**src/hdl/pwmtc_pkg.sv**
```systemverilog
// Shared widths, constants and microcode for the PWM timing calculator.
// Used by pwmtc_divider and pwm_timing_calculator_top; depends on nothing.
package pwmtc_pkg;

    localparam int COUNTER_BITS = 16;

    localparam int CLK_W   = 32;
    localparam int FREQ_W  = 32;
    localparam int DUTY_W  = 16;
    localparam int PSC_W   = 16;
    localparam int PER_W   = 16;
    localparam int PULSE_W = 17;

    // Capped duty (0..1000) and tick count (1..2^COUNTER_BITS)
    localparam int DUTYC_W = 10;
    localparam int TICK_W  = COUNTER_BITS + 1;

    // Divider numerator: the clock, wide enough to compare against the tick range
    localparam int NUM_W = (TICK_W + DUTYC_W > CLK_W) ? TICK_W + DUTYC_W : CLK_W;
    // Divider denominator: freq * (range + 1), or (psc + 1) * freq
    localparam int DEN_A_W = FREQ_W + COUNTER_BITS + 1;
    localparam int DEN_B_W = FREQ_W + PSC_W + 1;
    localparam int DEN_W   = (DEN_A_W > DEN_B_W) ? DEN_A_W : DEN_B_W;
    localparam int CNT_W   = $clog2(NUM_W + 1);

    localparam logic [CLK_W-1:0]   DEFAULT_CLOCK_HZ = CLK_W'(1000000);
    localparam logic [PSC_W-1:0]   PSC_MAX          = {PSC_W{1'b1}};
    localparam logic [DUTYC_W-1:0] DUTY_MAX         = DUTYC_W'(1000);
    localparam logic [NUM_W-1:0]   TICK_RANGE       = NUM_W'(1) << COUNTER_BITS;

    // Pulse: ticks * duty divided by 1000 through a rounded-up reciprocal.
    // With a shift of PROD_W + DUTYC_W the rounding error stays below one unit.
    localparam int PROD_W      = TICK_W + DUTYC_W;
    localparam int RECIP_SHIFT = PROD_W + DUTYC_W;
    localparam int RECIP_W     = RECIP_SHIFT - 9;
    localparam logic [RECIP_W-1:0] DUTY_RECIP =
        RECIP_W'(((64'd1 << RECIP_SHIFT) + 64'(DUTY_MAX) - 64'd1) / 64'(DUTY_MAX));

    localparam int PC_W = 4;

    typedef enum logic [3:0] {
        OP_NOP,
        OP_ACCEPT,
        OP_LOAD_PSC,
        OP_WAIT_DIV,
        OP_SET_PSC,
        OP_LOAD_TICKS,
        OP_SET_TICKS,
        OP_LOAD_PULSE,
        OP_SET_PULSE,
        OP_EMIT
    } op_t;

    // Jump to target when the condition holds, else advance
    typedef enum logic [2:0] {
        COND_NEVER,
        COND_ALWAYS,
        COND_NO_INPUT,
        COND_DIV_BUSY,
        COND_OUT_FULL
    } cond_t;

    typedef struct packed {
        op_t             op;
        cond_t           cond;
        logic [PC_W-1:0] target;
    } ucode_t;

    function automatic ucode_t ucode_rom(input logic [PC_W-1:0] pc);
        ucode_t w;
        case (pc)
            PC_W'(0):  w = '{OP_ACCEPT,     COND_NO_INPUT, PC_W'(0)};
            PC_W'(1):  w = '{OP_LOAD_PSC,   COND_NEVER,    PC_W'(0)};
            PC_W'(2):  w = '{OP_WAIT_DIV,   COND_DIV_BUSY, PC_W'(2)};
            PC_W'(3):  w = '{OP_SET_PSC,    COND_NEVER,    PC_W'(0)};
            PC_W'(4):  w = '{OP_LOAD_TICKS, COND_NEVER,    PC_W'(0)};
            PC_W'(5):  w = '{OP_WAIT_DIV,   COND_DIV_BUSY, PC_W'(5)};
            PC_W'(6):  w = '{OP_SET_TICKS,  COND_NEVER,    PC_W'(0)};
            PC_W'(7):  w = '{OP_LOAD_PULSE, COND_NEVER,    PC_W'(0)};
            PC_W'(8):  w = '{OP_SET_PULSE,  COND_NEVER,    PC_W'(0)};
            PC_W'(9):  w = '{OP_EMIT,       COND_OUT_FULL, PC_W'(9)};
            PC_W'(10): w = '{OP_NOP,        COND_ALWAYS,   PC_W'(0)};
            default:   w = '{OP_NOP,        COND_ALWAYS,   PC_W'(0)};
        endcase
        return w;
    endfunction

endpackage

```
**src/hdl/pwmtc_divider.sv**
```systemverilog
// Iterative restoring divider, one quotient bit per cycle.
// Depends on pwmtc_pkg for operand widths.
module pwmtc_divider import pwmtc_pkg::*; (
    input  logic             aclk,
    input  logic             aresetn,
    input  logic             start,
    input  logic [NUM_W-1:0] dividend,
    input  logic [DEN_W-1:0] divisor,
    output logic             busy,
    output logic [NUM_W-1:0] quotient
);

    logic             busy_reg, busy_next;
    logic [CNT_W-1:0] cnt_reg, cnt_next;
    logic [NUM_W-1:0] quo_reg, quo_next;
    logic [DEN_W-1:0] rem_reg, rem_next;
    logic [DEN_W-1:0] den_reg, den_next;

    logic [DEN_W:0] trial;
    logic [DEN_W:0] diff;
    logic           take;

    assign trial = {rem_reg, quo_reg[NUM_W-1]};
    assign diff  = trial - {1'b0, den_reg};
    assign take  = trial >= {1'b0, den_reg};

    always_comb begin
        busy_next = busy_reg;
        cnt_next  = cnt_reg;
        quo_next  = quo_reg;
        rem_next  = rem_reg;
        den_next  = den_reg;
        if (start) begin
            busy_next = 1'b1;
            cnt_next  = '0;
            quo_next  = dividend;
            rem_next  = '0;
            den_next  = divisor;
        end else if (busy_reg) begin
            // remainder stays below the divisor, so it fits DEN_W bits
            rem_next = take ? diff[DEN_W-1:0] : trial[DEN_W-1:0];
            quo_next = {quo_reg[NUM_W-2:0], take};
            cnt_next = cnt_reg + CNT_W'(1);
            if (cnt_reg == CNT_W'(NUM_W - 1)) begin
                busy_next = 1'b0;
            end
        end
    end

    always_ff @(posedge aclk) begin
        if (!aresetn) begin
            busy_reg <= 1'b0;
            cnt_reg  <= '0;
        end else begin
            busy_reg <= busy_next;
            cnt_reg  <= cnt_next;
        end
        quo_reg <= quo_next;
        rem_reg <= rem_next;
        den_reg <= den_next;
    end

    assign busy     = busy_reg;
    assign quotient = quo_reg;

endmodule

```
**src/hdl/pwm_timing_calculator_top.sv**
```systemverilog
// PWM timing calculator: prescaler, period and compare value for an up-counting timer.
// Depends on pwmtc_pkg (widths, microcode) and pwmtc_divider.
//
// Usage:
//   cfg_*  : one-register write channel holding the timer input clock in Hz
//            (zero means 1 MHz). Always ready. Write only while the block is idle.
//   s_*    : request transfer: wanted frequency in Hz and duty in permille.
//   m_*    : result transfer: prescaler, auto-reload period and compare pulse.
// A microcoded sequencer steps through a small control ROM and drives one shared
// serial divider through two divisions: clock / (freq * (range + 1)) for the
// prescaler and clock / ((psc + 1) * freq) for the tick count. The pulse,
// ticks * duty / 1000, takes one product step and one reciprocal-multiply step.
// Each division iterates over the NUM_W (32) dividend bits while its wait step holds the
// sequencer; requests are handled one at a time, and the next request is taken only
// after the result is loaded into the output register.
// The result sits in an output register: if the receiver stalls, the sequencer
// holds at its emit step until the register frees, then returns to accept.
// Reset (aresetn low, synchronous) returns the sequencer to its accept step, drops
// any pending result and restores the input clock register to 1 MHz.
module pwm_timing_calculator_top import pwmtc_pkg::*; (
    input  logic                aclk,
    input  logic                aresetn,

    input  logic                cfg_valid,
    output logic                cfg_ready,
    input  logic [CLK_W-1:0]    cfg_input_clock_hz,

    input  logic                s_valid,
    output logic                s_ready,
    input  logic [FREQ_W-1:0]   s_target_frequency_hz,
    input  logic [DUTY_W-1:0]   s_duty_permille,

    output logic                m_valid,
    input  logic                m_ready,
    output logic [PSC_W-1:0]    m_prescaler,
    output logic [PER_W-1:0]    m_period,
    output logic [PULSE_W-1:0]  m_pulse
);

    // configuration register
    logic [CLK_W-1:0] clock_reg, clock_next;

    // sequencer
    logic [PC_W-1:0] pc_reg, pc_next;
    ucode_t          uc;
    logic            cond_true;

    // datapath
    logic [CLK_W-1:0]   clk_eff_reg, clk_eff_next;
    logic [FREQ_W-1:0]  freq_reg, freq_next;
    logic [DUTYC_W-1:0] duty_reg, duty_next;
    logic [PSC_W-1:0]   psc_reg, psc_next;
    logic [TICK_W-1:0]  ticks_reg, ticks_next;
    logic [PSC_W:0]     psc_inc;
    logic [PROD_W-1:0]  prod_reg, prod_next;
    logic [PULSE_W-1:0] pulse_reg, pulse_next;
    logic [PROD_W+RECIP_W-1:0] recip_prod;

    // result register
    logic               m_valid_reg, m_valid_next;
    logic [PSC_W-1:0]   m_prescaler_reg, m_prescaler_next;
    logic [PER_W-1:0]   m_period_reg, m_period_next;
    logic [PULSE_W-1:0] m_pulse_reg, m_pulse_next;
    logic               out_blocked;

    // divider
    logic             div_start;
    logic [NUM_W-1:0] div_num;
    logic [DEN_W-1:0] div_den;
    logic             div_busy;
    logic [NUM_W-1:0] div_quo;

    pwmtc_divider u_div (
        .aclk     (aclk),
        .aresetn  (aresetn),
        .start    (div_start),
        .dividend (div_num),
        .divisor  (div_den),
        .busy     (div_busy),
        .quotient (div_quo)
    );

    assign cfg_ready  = 1'b1;
    assign clock_next = (cfg_valid && cfg_ready) ? cfg_input_clock_hz : clock_reg;

    assign uc          = ucode_rom(pc_reg);
    assign out_blocked = m_valid_reg && !m_ready;
    assign s_ready     = (uc.op == OP_ACCEPT);
    assign psc_inc     = {1'b0, psc_reg} + (PSC_W + 1)'(1);

    // product of ticks * duty with the rounded-up reciprocal of 1000
    assign recip_prod  = (PROD_W + RECIP_W)'(prod_reg) * (PROD_W + RECIP_W)'(DUTY_RECIP);

    // condition select: jump on true, advance otherwise
    always_comb begin
        case (uc.cond)
            COND_NEVER:    cond_true = 1'b0;
            COND_ALWAYS:   cond_true = 1'b1;
            COND_NO_INPUT: cond_true = !s_valid;
            COND_DIV_BUSY: cond_true = div_busy;
            COND_OUT_FULL: cond_true = out_blocked;
            default:       cond_true = 1'b1;
        endcase
        pc_next = cond_true ? uc.target : pc_reg + PC_W'(1);
    end

    // datapath driven by the current control word
    always_comb begin
        clk_eff_next     = clk_eff_reg;
        freq_next        = freq_reg;
        duty_next        = duty_reg;
        psc_next         = psc_reg;
        ticks_next       = ticks_reg;
        prod_next        = prod_reg;
        pulse_next       = pulse_reg;
        div_start        = 1'b0;
        div_num          = NUM_W'(clk_eff_reg);
        div_den          = '0;
        m_valid_next     = m_valid_reg && !m_ready;
        m_prescaler_next = m_prescaler_reg;
        m_period_next    = m_period_reg;
        m_pulse_next     = m_pulse_reg;

        case (uc.op)
            OP_ACCEPT: begin
                // latch the request with zero clock, zero frequency and duty cap applied
                if (s_valid) begin
                    clk_eff_next = (clock_reg == '0) ? DEFAULT_CLOCK_HZ : clock_reg;
                    freq_next    = (s_target_frequency_hz == '0) ? FREQ_W'(1)
                                                                 : s_target_frequency_hz;
                    duty_next    = (s_duty_permille > DUTY_W'(DUTY_MAX)) ? DUTY_MAX
                                   : s_duty_permille[DUTYC_W-1:0];
                end
            end
            OP_LOAD_PSC: begin
                // freq * (range + 1) as shift and add
                div_start = 1'b1;
                div_den   = (DEN_W'(freq_reg) << COUNTER_BITS) + DEN_W'(freq_reg);
            end
            OP_SET_PSC: begin
                psc_next = (div_quo > NUM_W'(PSC_MAX)) ? PSC_MAX : div_quo[PSC_W-1:0];
            end
            OP_LOAD_TICKS: begin
                div_start = 1'b1;
                div_den   = DEN_W'(psc_inc) * DEN_W'(freq_reg);
            end
            OP_SET_TICKS: begin
                // force at least one tick, cap at the counter range
                if (div_quo == '0) begin
                    ticks_next = TICK_W'(1);
                end else if (div_quo > TICK_RANGE) begin
                    ticks_next = TICK_RANGE[TICK_W-1:0];
                end else begin
                    ticks_next = div_quo[TICK_W-1:0];
                end
            end
            OP_LOAD_PULSE: begin
                prod_next = PROD_W'(ticks_reg) * PROD_W'(duty_reg);
            end
            OP_SET_PULSE: begin
                // drop the reciprocal fraction bits to get the quotient by 1000
                pulse_next = recip_prod[RECIP_SHIFT +: PULSE_W];
            end
            OP_EMIT: begin
                // load the result register once it is free
                if (!out_blocked) begin
                    m_valid_next     = 1'b1;
                    m_prescaler_next = psc_reg;
                    m_period_next    = PER_W'(ticks_reg - TICK_W'(1));
                    m_pulse_next     = pulse_reg;
                end
            end
            OP_WAIT_DIV: begin
                // hold while the divider iterates
            end
            default: begin
            end
        endcase
    end

    always_ff @(posedge aclk) begin
        if (!aresetn) begin
            clock_reg   <= DEFAULT_CLOCK_HZ;
            pc_reg      <= '0;
            m_valid_reg <= 1'b0;
        end else begin
            clock_reg   <= clock_next;
            pc_reg      <= pc_next;
            m_valid_reg <= m_valid_next;
        end
        clk_eff_reg     <= clk_eff_next;
        freq_reg        <= freq_next;
        duty_reg        <= duty_next;
        psc_reg         <= psc_next;
        ticks_reg       <= ticks_next;
        prod_reg        <= prod_next;
        pulse_reg       <= pulse_next;
        m_prescaler_reg <= m_prescaler_next;
        m_period_reg    <= m_period_next;
        m_pulse_reg     <= m_pulse_next;
    end

    assign m_valid     = m_valid_reg;
    assign m_prescaler = m_prescaler_reg;
    assign m_period    = m_period_reg;
    assign m_pulse     = m_pulse_reg;

endmodule
```
**config.mk**
```make
export PLATFORM = sky130hd
export DESIGN_NAME = pwm_timing_calculator_top
export DESIGN_NICKNAME = d
export VERILOG_FILES = /design/src/hdl/pwmtc_pkg.sv /design/src/hdl/pwmtc_divider.sv /design/src/hdl/pwm_timing_calculator_top.sv
export SDC_FILE = /design/constraint.sdc
export NUM_CORES = 2
export LEC_CHECK = 0
export BUFFER_PORTS_ARGS = -buffer_cell sky130_fd_sc_hd__buf_4
export CORE_MARGIN = 8
export CORE_UTILIZATION = 71
export DETAILED_ROUTE_END_ITERATION = 7
export PLACE_DENSITY = 0.88
export SLEW_MARGIN = 20
export SYNTH_ARGS = -nofsm -noshare
export SYNTH_HDL_FRONTEND = slang
export SYNTH_SLANG_ARGS = --single-unit
```
**constraint.sdc**
```tcl
create_clock -name aclk -period 15.65 [get_ports aclk]
set_clock_uncertainty 0.2 [all_clocks]
set_input_delay 0 -clock aclk [delete_from_list [all_inputs] [get_ports aclk]]
set_output_delay 0 -clock aclk [all_outputs]
set_load 0.05 [all_outputs]
```
==> flow_summary_export.csv <==
group,metric,value,unit
synth,ys.flop_type,"edfxtp_1",
clocking,htree_levels,2,
power,switching_share,48.12,%
die,core_area,71240,um^2
synth,yosys.cell_types.count,85,
die,die_w,283.7,um
setup_path,cp-start-kind,"register",
finish,fin_nets,6738,
place,io_buffers,135,
synth,synth-simple-area-share,14.20,%
setup_path,arrival,9250,ps
synth,syn-cell-area,50880,um^2
hold_path,hold_depth,4,
grt,antenna_found_initial,4,
grt,grt_pass1_vias,42590,
route,first_pass_iters,6,
route,num_vias,38600,
clocking,clk_latency,620,ps
finish,drive_gt1_share,5.797,%
setup_path,timing.rr.end,"u_div.den_reg[48]",
die,std_cell_rows,98,
power,p_per_area,170.5,nW/um^2
synth,ys_ff_latch,384,
power,seqPwrFrac,18.1,%
route,ant_nets,0,
power,power_leakage,24.75,nW
power,clkPwrFrac,11.4,%
setup_path,end_kind,"register",
hold_path,hp-start,"s_valid",
sta,relSlewSlack,21.73,%
power,power_frac_comb,70.5,%
grt,track_usage,34.37,%
clocking,cts_buffers,42,
synth,netlist.area_leader.share,31.24,%
die,initial_core_util,71.41,%
synth,synth_edf_count,281,
synth,synth.area.top_cells,"fa_1 (31%), edfxtp_1 (17%), ha_1 (13%)",
sta,fin_ws,6525,ps
setup_path,ff2ff_setup_slack,6530,ps
setup_path,cp.required,15780,ps
clocking,cts.sinks,384,
place,place_ws,6716,ps
grt,grt_pass1_wl,221800,um
setup_path,r2r_cells,27,
clocking,cts_root_buffer,"clkbuf_16",
route,routed_wl,137500,um
route,viasPerCell,6.126,
clocking,cts_tree,"done",
place,gp_congestion,0.9840,
sta,max_freq,109.6,MHz
finish,design_area,56030,um^2
sta,timing.final.crit_period,9125,ps
die,die-area,80480,um^2
power,p_sw,4.596,mW
synth,synth_top_family_by_area,"adder cells",
route,routedWlPerCell,21.83,um
power,power.internal,4.955,mW
die,io_pins,137,
synth,avgSynthCellArea,9.858,um^2
power,ir_worst_vdd,0.0002444,V
setup_path,worstSetupPathType,"reg -> reg",
place,hpwlAfterDp,97440,um
synth,syn_inst,5161,
hold_path,hold_class,"in -> reg",
sta,finalHoldViolations,0,
synth,async_flop_share,0,%
sta,fin_crit_sh,58.31,%
sta,setup_tns,0,ps
synth,synth_fa_ha_area_share,44.67,%
sta,grt_setup_unrepaired,"false",
status,status,"finished clean",
sta,worst_pin_slew,1174,ps
synth,synth.net_count,6585,
synth,synthXorXnorAreaFrac,3.168,%
synth,synthMuxAreaShare,1.279,%
clocking,clkTransAtPathRegs,70,ps
route,drc,0,
sta,slew_violations,0,
grt,grt_overflow_total,0,
finish,areaGrowthSynthToFinish,10.13,%
sta,setup_violations,0,
clocking,cts_buffer_depth,3,
job,max-cap-violations,0,
grt,grt_max_degree,110,
hold_path,whs_endpoint,"duty_reg[9]",
setup_path,rr_startpoint,"psc_reg[0]",
clocking,cts_resized,0,
synth,synth_compound_area_share,7.422,%
route,first_iter_violations,3852,
synth,ys_warn_count,0,
place,place_area,52490,um^2
setup_path,critical_path.max_fanout,35,
die,die_y,283.7,um
sta,holdWs,62.41,ps
synth,synth_area_leader_cell,"fa_1",
synth,yosysSeqAreaShare,20.64,%
clocking,cts_setup_buffers,0,
-- what timing repair did --
| action | CTS | global route |
|---|---|---|
| endpoints found under the hold margin | 93 | 0 |
| hold buffers | 199 | 0 |
| setup endpoints to repair | 0 | 0 |
-- routing by layer --
metal,GRT usage (%),part of all wire [%],up-vias
met5,0,0.0095,-
met1,42.46,36,19010
met2,57.16,48,2244
met3,6.796,9.5,610
li1,-,-,16730
met4,18.02,5.9,2
-- area by class of cell --
type,count,area (um^2)
clock buffers,47,1112
inverters,895,3362
well taps,950,1189
flip-flops and latches,384,10500
repair buffers,372,3331
diodes,2,5.005
multi-input cells,3619,36150
fillers,4149,15210
clock inverters,31,376.6
-- worst max-delay path: stages (launching register included) --
cell and delay, ps:
edfxtp_1 340, buf_4 430, ha_1 390, nand2_1 80, nor2_1 330, nand4_1 200, nor2_1 240, and3_1 190
buf_4 340, nand2_1 140, fa_1 550, fa_1 540, fa_1 530, fa_1 530, fa_1 520, fa_1 550
inv_1 40, ha_1 350, a21o_1 180, a21o_1 180, a211oi_1 260, o21ai_0 270, nand2_1 250, o21ai_0 250
a311oi_1 500, o31ai_1 180, xnor2_1 160, o21ai_0 90
-- synth_stat cells, types with 6 or more instances --
cell type and number:
o21bai_1 25, buf_2 6, a31o_2 6, nand2b_1 46, o31ai_1 10, edfxtp_1 281
o21a_1 22, nand3_1 43, a21oi_1 181, xor2_1 85, xnor2_1 99, nand4_1 35
nor3_1 27, fa_1 794, dfxtp_1 103, nor2_1 182, o21ai_0 111, mux2_2 7
a21boi_0 10, a21o_1 77, nor2b_1 108, mux2i_1 56, a211oi_1 36, o22ai_1 25
nor4_1 33, or2_2 20, nand2_1 520, or3_1 24, a31oi_1 20, nor3b_1 7
nand3b_1 6, clkbuf_1 246, and3_1 32, a311oi_1 6, and2_1 339, inv_1 892
ha_1 545, o211ai_1 9
-- power by group through the flow --
stage / Sequential [mW] / Clock, mW / Combinational [mW]
finish: 1.73 / 1.09 / 6.74
global route: 1.74 / 1.13 / 7.56
CTS: 1.72 / 1.08 / 6.65
detailed placement: 1.74 / 0 / 6.44
global placement: 1.73 / 0 / 5.98
floorplan: 1.58 / 0 / 4.92
-- how the worst max path moves through the flow --
stage / from / depth (start not counted) / end / slack, ps
after floorplan: psc_reg[0] / 27 / u_div.den_reg[42] / 8090
after global placement: psc_reg[0] / 26 / u_div.den_reg[46] / 7070
after detailed placement: psc_reg[0] / 27 / u_div.den_reg[48] / 6720
after CTS: psc_reg[0] / 27 / u_div.den_reg[48] / 6650
after global routing: psc_reg[0] / 27 / u_div.den_reg[46] / 6040
final: psc_reg[0] / 27 / u_div.den_reg[48] / 6530
-- per-stage QoR --
step	instances	total power, mW	utilization [%]
after global placement	6019	7.713	73.68
final	6300	9.552	78.65
after detailed placement	6019	8.184	73.68
after CTS	6296	9.452	78.56
after floorplan	5161	6.502	-
after global routing	6300	10.43	78.65
-- cell families (layout without fill, tap and decap cells) --
kind of cell | Yosys count | count (layout)
AND/OR/NAND/NOR | 1441 | 1441
XOR/XNOR | 184 | 184
multiplexers | 64 | 64
AO/OA/AOI/OAI | 589 | 589
buffers and inverters | 1158 | 1345
adder cells (fa/ha/maj) | 1340 | 1340
other | 1 | 3
flip-flops | 384 | 384
-- placed cells by master (no fill, tap or decap), types with 77 or more instances in the layout --
| cell | Yosys | layout |
|---|---|---|
| inv_1 | 892 | 892 |
| fa_1 | 794 | 794 |
| ha_1 | 545 | 545 |
| nand2_1 | 520 | 520 |
| and2_1 | 339 | 339 |
| edfxtp_1 | 281 | 281 |
| dlygate4sd3_1 | 0 | 199 |
| a21oi_1 | 181 | 181 |
| nor2_1 | 182 | 180 |
| buf_4 | 2 | 171 |
| o21ai_0 | 111 | 111 |
| nor2b_1 | 108 | 108 |
| dfxtp_1 | 103 | 102 |
| xnor2_1 | 99 | 94 |
| a21o_1 | 77 | 77 |
Note: power is estimated with default switching activity, not from simulation.
